### src/rtl/core/ffca_ram.sv
// Generic simple dual-port RAM with registered read.
module ffca_ram #(
  parameter int unsigned Width = 8,
  parameter int unsigned Depth = 16,
  localparam int unsigned AddrW = $clog2(Depth)
) (
  input  logic             clk_i,
  input  logic             we_i,
  input  logic [AddrW-1:0] waddr_i,
  input  logic [Width-1:0] wdata_i,
  input  logic [AddrW-1:0] raddr_i,
  output logic [Width-1:0] rdata_o
);

  logic [Width-1:0] mem_q [Depth];

  always_ff @(posedge clk_i) begin
    if (we_i) begin
      mem_q[waddr_i] <= wdata_i;
    end
    rdata_o <= mem_q[raddr_i];
  end

endmodule

### config.mk
export PLATFORM = sky130hd
export DESIGN_NAME = ffca_ram
export DESIGN_NICKNAME = d
export VERILOG_FILES = /design/src/rtl/core/ffca_ram.sv
export SDC_FILE = /design/constraint.sdc
export NUM_CORES = 1
export LEC_CHECK = 0
export BUFFER_PORTS_ARGS = -buffer_cell sky130_fd_sc_hd__buf_2
export CORE_UTILIZATION = 55
export DETAILED_ROUTE_END_ITERATION = 12
export PLACE_DENSITY = 0.73
export SETUP_SLACK_MARGIN = 0.5
export SLEW_MARGIN = 20
export SYNTH_ARGS = -nofsm -noshare
export SYNTH_HDL_FRONTEND = slang
export SYNTH_SLANG_ARGS = --single-unit
### constraint.sdc
create_clock -name clk_i -period 2.8 [get_ports clk_i]
set_clock_uncertainty 0.15 [all_clocks]
set_input_delay 0.56 -clock clk_i [delete_from_list [all_inputs] [get_ports clk_i]]
set_output_delay 0.56 -clock clk_i [all_outputs]
set_load 0.03 [all_outputs]
Yosys cells after proc, flatten, opt, wreduce, memory -nomap -nowiden
Memories as Yosys holds them, arrays and structs flattened. A register that Yosys moved wholly into a read port is not among the register bits.
Index checks and enable logic that the tools add are counted.
{"block": "word_totals", "ramBits": 128, "n_memories": 1, "inputBits": 18, "output_inout_bits": 8, "regBits": 0, "elab_cells": 3}
{"block": "classes", "n_mux": 2}
{"name": "mem_q", "words": 16, "width": 8, "rd": 1, "rd_clocked_by_memory_dff": 1, "wr": 1, "line": "15", "source": "logic [Width-1:0] mem_q [Depth];"}
{"operator": "$mux 1", "count": 2}

Depth between registers and ports, before layout
Gate-level depths: netlist (run 1).
{"block": "logic_depth", "ltp_word": 2, "depth_mapped": 5, "mapped_depth_nobuf": 3}

Least setup slack after synthesis (run 1)
Ideal clock, no wire load.
{"block": "synth_path", "path_kind": "input port to flip-flop", "from": "input waddr_i[2]", "to": "memory mem_q[0][0] (enable)", "t_arrival_ns": 1.670, "setup_slack_ns": 0.597, "path_buffers": 0, "setup_time_ns": 0.383, "t_required_ns": 2.267, "cell_stages": 2, "cell_sequence": "or3b_2 > nor3_1"}
{"item": "start: declaration", "line": "9", "source": "input logic [AddrW-1:0] waddr_i,"}
{"item": "end: declaration", "line": "15"}
No word-level cell before the write port.

Final worst setup path (run 1)
{"block": "layout_path", "from": "register rdata_o[1] (read register of mem_q)", "to": "output rdata_o[1]"}
{"item": "start: declaration", "line": "12", "source": "output logic [Width-1:0] rdata_o"}
No word-level cell between the ends.

==> run_summary.xml, run 1 <==
<?xml version="1.0" encoding="UTF-8"?>
<metrics>
  <group name="sta">
    <metric name="max_freq" unit="MHz">567</metric>
    <metric name="timing.hold.ws" unit="ns">0.264</metric>
    <metric name="worst-slew-pin-transition" unit="ns">0.811</metric>
    <metric name="hold_viol_final" unit="">0</metric>
    <metric name="finalSetupViolCount" unit="">0</metric>
    <metric name="timing.max_slew.rel_slack" unit="%">45.8</metric>
    <metric name="tcrit_tclk_final" unit="%">63.0</metric>
    <metric name="grt_setup_unrepaired" unit="">false</metric>
    <metric name="setup-tns-final" unit="ns">0</metric>
    <metric name="fin_ws" unit="ns">1.03</metric>
    <metric name="finalCriticalPeriod" unit="ns">1.77</metric>
    <metric name="slew_violations" unit="">0</metric>
  </group>
  <group name="cts">
    <metric name="clkSlewWorstSetupHoldPaths" unit="ns">0.06</metric>
    <metric name="cts_tree" unit="">yes</metric>
    <metric name="htree_num_levels" unit="">4</metric>
    <metric name="postCtsResizedCells" unit="">0</metric>
    <metric name="cts_post_setup_buffers_inserted" unit="">0</metric>
    <metric name="cts.sink_count" unit="">136</metric>
    <metric name="clk_latency" unit="ns">0.53</metric>
    <metric name="cts_made_buffers" unit="">17</metric>
    <metric name="cts-root-buf" unit="">sky130_fd_sc_hd__clkbuf_8</metric>
    <metric name="post_cts_hold_buffer_count" unit="">0</metric>
    <metric name="ctsLongestPathBuffers" unit="">2</metric>
  </group>
  <group name="synthesis">
    <metric name="synth_area_leaders" unit="">sky130_fd_sc_hd__edfxtp_1 75%, sky130_fd_sc_hd__mux4_2 7.9%, sky130_fd_sc_hd__mux4_1 7.1%</metric>
    <metric name="postSynthRegisterBits" unit="">136</metric>
    <metric name="synth_largest_type_area_fraction" unit="%">74.7</metric>
    <metric name="synth.yosys.warnings" unit="">0</metric>
    <metric name="post-synth-top-count-cell" unit="">sky130_fd_sc_hd__edfxtp_1</metric>
    <metric name="ys_top_cells_by_count" unit="">128 x sky130_fd_sc_hd__edfxtp_1, 18 x sky130_fd_sc_hd__mux4_2, 16 x sky130_fd_sc_hd__a22oi_1</metric>
    <metric name="post_synth_inst_count" unit="">229</metric>
    <metric name="yosysTopAreaCell" unit="">sky130_fd_sc_hd__edfxtp_1</metric>
    <metric name="synth_edf_count" unit="">128</metric>
    <metric name="synth_fp_nets" unit="">247</metric>
    <metric name="dominantRegCellSynth" unit="">sky130_fd_sc_hd__edfxtp_1</metric>
    <metric name="async_reset_ff_share" unit="%">0</metric>
    <metric name="library_cells_used_by_synthesis" unit="">19</metric>
    <metric name="avgSynthCellArea" unit="sq um">22.5</metric>
    <metric name="register_area_share_after_synthesis" unit="%">77.8</metric>
    <metric name="syn_area" unit="sq um">5150</metric>
  </group>
  <group name="global_routing">
    <metric name="globalRouteTotalUtil" unit="%">22.6</metric>
    <metric name="grt_pass1_wl" unit="mm">14.7</metric>
    <metric name="grt_start_max_net_pins" unit="">23</metric>
    <metric name="grt.overflow.total" unit="">0</metric>
    <metric name="grt_antenna_before_repair" unit="">0</metric>
    <metric name="vias_in_the_first_global_route" unit="">2464</metric>
  </group>
  <group name="hold_path">
    <metric name="timing.hold.worst.class" unit="">in2reg</metric>
  </group>
  <group name="outcome">
    <metric name="outcome" unit="">finished clean</metric>
  </group>
  <group name="routing">
    <metric name="detailroute.via_count" unit="">2451</metric>
    <metric name="postRouteWirelength" unit="mm">9.75</metric>
    <metric name="detail_route.drc_violations" unit="">0</metric>
    <metric name="final_antenna_net_count" unit="">0</metric>
    <metric name="detail_route.iter0.violations" unit="">182</metric>
    <metric name="routed_wire_length_per_instance" unit="microns">24.1</metric>
    <metric name="drt_pass1_iterations" unit="">4</metric>
    <metric name="via_density" unit="">6.05</metric>
  </group>
  <group name="final_layout">
    <metric name="final_net_count" unit="">302</metric>
    <metric name="finish.utilization" unit="%">68.8</metric>
    <metric name="antenna_cells" unit="">0</metric>
    <metric name="filler_cell_count" unit="">540</metric>
    <metric name="areaGrowthSynthToFinish" unit="%">18.9</metric>
    <metric name="post-route-cell-area" unit="sq um">6120</metric>
    <metric name="final_layout_size_suffix_gt1_share" unit="%">32.7</metric>
  </group>
  <group name="power">
    <metric name="irDropWorstVdd" unit="mV">0.438</metric>
    <metric name="cellLeakagePower" unit="nW">2.11</metric>
    <metric name="cellPowerDensity" unit="nW/um^2">794</metric>
  </group>
  <group name="setup_path">
    <metric name="crit_path_top_delay_cell" unit="">sky130_fd_sc_hd__dfxtp_1</metric>
    <metric name="critPathLaunchType" unit="">register</metric>
    <metric name="setup.worst_path.end_class" unit="">output port</metric>
    <metric name="reg2reg_slack" unit="ns">1.21</metric>
    <metric name="timing.critical_path.cells" unit="">buf_2</metric>
    <metric name="timing.setup.critical_path_class" unit="">reg2out</metric>
    <metric name="critical_path_arrival" unit="ns">1.06</metric>
    <metric name="cp_max_fanout" unit="">1</metric>
    <metric name="crit_required" unit="ns">2.09</metric>
    <metric name="critical_path.n_buffers_inverters" unit="">1</metric>
    <metric name="worst_path_dominant_cell_family" unit="">flip-flops</metric>
    <metric name="peak_per_stage_delay_on_the_critical_path" unit="ns">0.34</metric>
  </group>
  <group name="placement">
    <metric name="post-place-ws" unit="ns">0.542</metric>
    <metric name="gp_routability_congestion" unit="">0.735</metric>
    <metric name="placedInstanceArea" unit="sq um">5490</metric>
    <metric name="buffer_ports.inserted" unit="">25</metric>
    <metric name="detailedPlacementHpwl" unit="mm">5.96</metric>
  </group>
  <group name="floorplan">
    <metric name="die_height" unit="microns">98.7</metric>
    <metric name="dieArea" unit="sq um">9750</metric>
    <metric name="rows" unit="">34</metric>
    <metric name="floorplan.core_area" unit="sq um">8890</metric>
    <metric name="floorplan.initialDensity" unit="%">57.9</metric>
    <metric name="chipWidth" unit="microns">98.7</metric>
    <metric name="i_o_pin_cnt" unit="">26</metric>
  </group>
  <group name="run">
    <metric name="max_cap_viol_count" unit="">0</metric>
  </group>
</metrics>
==> placed cells by master (no fill, tap or decap), types with 2 or more instances in the layout <==
cell type / n
sky130_fd_sc_hd__edfxtp_1: 128
sky130_fd_sc_hd__buf_2: 25
sky130_fd_sc_hd__buf_4: 20
sky130_fd_sc_hd__mux4_2: 18
sky130_fd_sc_hd__a22oi_1: 16
sky130_fd_sc_hd__clkbuf_16: 16
sky130_fd_sc_hd__mux4_1: 14
sky130_fd_sc_hd__nor2_1: 13
sky130_fd_sc_hd__nand2_1: 9
sky130_fd_sc_hd__dfxtp_1: 8
sky130_fd_sc_hd__inv_6: 5
sky130_fd_sc_hd__nor3_1: 4
sky130_fd_sc_hd__bufinv_16: 4
sky130_fd_sc_hd__clkinvlp_4: 3
sky130_fd_sc_hd__nand3b_1: 2
sky130_fd_sc_hd__nand2b_1: 2
sky130_fd_sc_hd__clkinv_4: 2
==> power by group <==
group	leakage [nW]	total, mW	internal, mW	switching, mW
sequential	1.22	2.29	2.28	0.0128
combinational	0.586	0.234	0.0909	0.143
clock	0.298	2.34	1.47	0.872
total	2.11	4.86	3.83	1.03
==> registers in the layout, indices dropped and copies added (netlist names) <==
signal and cells:
mem_q 128, rdata_o 8
==> logic make-up after synthesis <==
kind of cell	Yosys count	synth area share (%)
DFF	136	77.8
and+or+nand+nor	35	3.18
muxes	32	15.0
AOI/OAI and AO/OA	16	2.33
buffers and inverters	10	1.68
==> metrics by stage <==
stage | power, mW | cells
2_1_floorplan | 2.47 | 229
5_1_grt | 4.99 | 405
4_1_cts | 4.89 | 405
3_3_place_gp | 2.56 | 373
6_report | 4.86 | 405
3_5_place_dp | 2.57 | 373
==> path summary, 6_finish.rpt <==
path,end,from,depth (start not counted)
setup / recovery,rdata_o[1],rdata_o[1]$_DFF_P_,1
setup reg to reg,rdata_o[0]$_DFF_P_,mem_q[1][0]$_DFFE_PP_,3
hold reg to reg,rdata_o[6]$_DFF_P_,mem_q[14][6]$_DFFE_PP_,3
hold / removal,mem_q[13][4]$_DFFE_PP_,wdata_i[4],1
==> per-layer routing <==
metal	track usage [%]	wire length, microns
met3	5.46	485
met5	0	0
met2	34.9	4940
met1	30.8	4140
met4	10.9	182
==> cell type report <==
cell class                 count  area (sq um)  area share [%]
sequential                   136          4000            65.4
clock inverter                15           215            3.52
tap                          108           135            2.21
timing repair buffer          46           295            4.82
clock buffer                  17           414            6.77
multi-input combinational     83          1060            17.3
(Power assumes the default switching activity.)
==> inputs of run 2 (changes only) <==
==> constraint.sdc (replaced) <==
create_clock -name clk_i -period 1.69 [get_ports clk_i]
set_clock_uncertainty 0.15 [all_clocks]
set_input_delay 0.338 -clock clk_i [delete_from_list [all_inputs] [get_ports clk_i]]
set_output_delay 0.338 -clock clk_i [all_outputs]
set_load 0.03 [all_outputs]
==> run 2 against run 1 <==
Combinational power is 110% higher. Largest cell class unchanged. Core utilization is 3.3 points higher. Critical path depth stayed put. Final cell count stayed put. Non-clock buffer count stayed put. Global-route usage is 0.52 points lower. Flip-flop and latch count stayed put. Final area is 4.8% higher. Count of clock-buffer cells in the layout is 5 higher.
==> run_summary.xml, run 2 (synthesis results as in run 1) <==
<?xml version="1.0" encoding="UTF-8"?>
<metrics>
  <group name="outcome">
    <metric name="outcome" unit="">finished clean</metric>
  </group>
  <group name="routing">
    <metric name="detail_route.drc_violations" unit="">0</metric>
    <metric name="postRouteWirelength" unit="mm">9.41</metric>
    <metric name="drt_pass1_iterations" unit="">4</metric>
    <metric name="final_antenna_net_count" unit="">0</metric>
    <metric name="via_density" unit="">5.93</metric>
    <metric name="detailroute.via_count" unit="">2402</metric>
    <metric name="detail_route.iter0.violations" unit="">151</metric>
    <metric name="routed_wire_length_per_instance" unit="microns">23.2</metric>
  </group>
  <group name="setup_path">
    <metric name="setup.worst_path.end_class" unit="">output port</metric>
    <metric name="launch_instance_of_the_worst_register_to_register_path" unit="">mem_q[11][6]$_DFFE_PP_</metric>
    <metric name="crit_required" unit="ns">1.20</metric>
    <metric name="cp_max_fanout" unit="">1</metric>
    <metric name="timing.setup.critical_path_class" unit="">reg2out</metric>
    <metric name="timing.reg2reg.worst_path_depth" unit="">3</metric>
    <metric name="critical_path_arrival" unit="ns">0.99</metric>
    <metric name="worst_path_dominant_cell_family" unit="">flip-flops</metric>
    <metric name="critPathLaunchType" unit="">register</metric>
    <metric name="reg2reg_slack" unit="ns">0.29</metric>
    <metric name="critical_path_depth" unit="">1</metric>
    <metric name="peak_per_stage_delay_on_the_critical_path" unit="ns">0.35</metric>
    <metric name="timing.critical_path.cells" unit="">buf_6</metric>
    <metric name="critical_path.n_buffers_inverters" unit="">1</metric>
    <metric name="crit_path_top_delay_cell" unit="">sky130_fd_sc_hd__dfxtp_2</metric>
    <metric name="r2r-end" unit="">rdata_o[6]$_DFF_P_</metric>
  </group>
  <group name="floorplan">
    <metric name="rows" unit="">34</metric>
    <metric name="chipWidth" unit="microns">98.7</metric>
    <metric name="floorplan.initialDensity" unit="%">57.9</metric>
    <metric name="i_o_pin_cnt" unit="">26</metric>
    <metric name="floorplan.core_area" unit="sq um">8890</metric>
    <metric name="die_height" unit="microns">98.7</metric>
    <metric name="dieArea" unit="sq um">9750</metric>
  </group>
  <group name="run">
    <metric name="max_cap_viol_count" unit="">0</metric>
  </group>
  <group name="power">
    <metric name="cellLeakagePower" unit="nW">2.11</metric>
    <metric name="report.power.total" unit="mW">7.80</metric>
    <metric name="cellPowerDensity" unit="nW/um^2">1220</metric>
    <metric name="irDropWorstVdd" unit="mV">0.669</metric>
  </group>
  <group name="global_routing">
    <metric name="grt_start_max_net_pins" unit="">33</metric>
    <metric name="vias_in_the_first_global_route" unit="">2592</metric>
    <metric name="grt.overflow.total" unit="">0</metric>
    <metric name="grt_antenna_before_repair" unit="">0</metric>
    <metric name="grt_pass1_wl" unit="mm">14.7</metric>
    <metric name="globalRouteTotalUtil" unit="%">22.0</metric>
  </group>
  <group name="sta">
    <metric name="slew_violations" unit="">0</metric>
    <metric name="grt_setup_unrepaired" unit="">true</metric>
    <metric name="max_freq" unit="MHz">675</metric>
    <metric name="hold_viol_final" unit="">0</metric>
    <metric name="tcrit_tclk_final" unit="%">87.7</metric>
    <metric name="worst-slew-pin-transition" unit="ns">0.933</metric>
    <metric name="finalSetupViolCount" unit="">0</metric>
    <metric name="finalCriticalPeriod" unit="ns">1.48</metric>
    <metric name="timing.max_slew.rel_slack" unit="%">37.6</metric>
  </group>
  <group name="final_layout">
    <metric name="mostFrequentLayoutCell" unit="">sky130_fd_sc_hd__edfxtp_1</metric>
    <metric name="filler_cell_count" unit="">512</metric>
    <metric name="antenna_cells" unit="">0</metric>
    <metric name="final_net_count" unit="">302</metric>
    <metric name="top_register" unit="">mem_q</metric>
    <metric name="largest_reg_flops" unit="">128</metric>
    <metric name="most-common-layout-cells" unit="">128 x sky130_fd_sc_hd__edfxtp_1, 32 x sky130_fd_sc_hd__mux4_2, 17 x sky130_fd_sc_hd__buf_2</metric>
    <metric name="finalNonFillerCells" unit="">405</metric>
    <metric name="top_regs" unit="">mem_q (128), rdata_o (8)</metric>
    <metric name="areaGrowthSynthToFinish" unit="%">24.6</metric>
    <metric name="final_layout_size_suffix_gt1_share" unit="%">48.8</metric>
  </group>
  <group name="cts">
    <metric name="clk_latency" unit="ns">0.51</metric>
    <metric name="ctsLongestPathBuffers" unit="">2</metric>
    <metric name="cts.sink_count" unit="">136</metric>
    <metric name="cts_tree" unit="">yes</metric>
    <metric name="cts_made_buffers" unit="">17</metric>
    <metric name="cts-root-buf" unit="">sky130_fd_sc_hd__clkbuf_8</metric>
    <metric name="htree_num_levels" unit="">4</metric>
    <metric name="post_cts_hold_buffer_count" unit="">0</metric>
    <metric name="clkSlewWorstSetupHoldPaths" unit="ns">0.06</metric>
  </group>
  <group name="hold_path">
    <metric name="holdPathEnd" unit="">mem_q[13][6]$_DFFE_PP_</metric>
    <metric name="hold-path-cell-count" unit="">1</metric>
    <metric name="hold_path.startpoint" unit="">wdata_i[6]</metric>
    <metric name="timing.hold.worst.class" unit="">in2reg</metric>
  </group>
  <group name="placement">
    <metric name="gp_routability_congestion" unit="">0.694</metric>
    <metric name="dp_cells" unit="">373</metric>
    <metric name="detailedPlacementHpwl" unit="mm">5.97</metric>
    <metric name="buffer_ports.inserted" unit="">25</metric>
  </group>
</metrics>
run 2: changes by cell type in the layout (fill, tap and decap cells not counted), sizes merged:
cell / change
inv: -6
clkbuf: +5
clkinv: +4
clkinvlp: -2
bufinv: -1
run 2: routing by layer:
metal | up-vias | track usage [%] | wire (microns)
li1 | 1074 | - | -
met1 | 1248 | 28.2 | 3800
met2 | 65 | 36.4 | 5040
met3 | 15 | 5.96 | 427
met4 | 0 | 8.61 | 144
met5 | - | 0 | 0
run 2: layout make-up:
cell class	count	area (sq um)	area share, %
Timing Repair Buffer	46	495	7.73
Clock inverter	10	131	2.05
Clock buffer	22	433	6.75
Multi-Input combinational cell	83	1200	18.8
Sequential cell	136	4010	62.6
Tap cell	108	135	2.11
run 2: timing repair:
item,in CTS,in global routing
setup endpoints to repair,16,25
cloned,0,0
resized for setup,37,0
pin swaps,8,3
setup buffers,0,0
run 2: report_power, final:
part	switching [mW]	internal (mW)
Sequential	0.0287	3.78
Clock	1.27	2.23
Combinational	0.269	0.222
run 2: worst max-delay path by stage:
| stage | start | end | slack [ns] |
|---|---|---|---|
| finish | rdata_o[6]$_DFF_P_ | rdata_o[6] | 0.21 |
| global route | rdata_o[6]$_DFF_P_ | rdata_o[6] | 0.17 |
| CTS | rdata_o[6]$_DFF_P_ | rdata_o[6] | 0.19 |
| detailed placement | raddr_i[0] | rdata_o[7]$_DFF_P_ | -0.18 |
| global placement | raddr_i[0] | rdata_o[7]$_DFF_P_ | -0.18 |
| floorplan | waddr_i[2] | mem_q[0][0]$_DFFE_PP_ | 0.1 |
run 2: metrics by stage:
| step | setup WS [ns] | setup TNS (ns) | utilization, % | hold slack [ns] | area, sq um |
|---|---|---|---|---|---|
| 2_1_floorplan | 0.0990 | 0 | - | 0.287 | 5270 |
| 3_3_place_gp | -0.176 | -1.17 | 64.5 | 0.499 | 5730 |
| 3_5_place_dp | -0.182 | -1.48 | 64.5 | 0.513 | 5730 |
| 4_1_cts | 0.189 | 0 | 72.1 | 0.0344 | 6410 |
| 5_1_grt | 0.175 | 0 | 72.1 | 0.0496 | 6410 |
| 6_report | 0.208 | 0 | 72.1 | 0.0532 | 6410 |
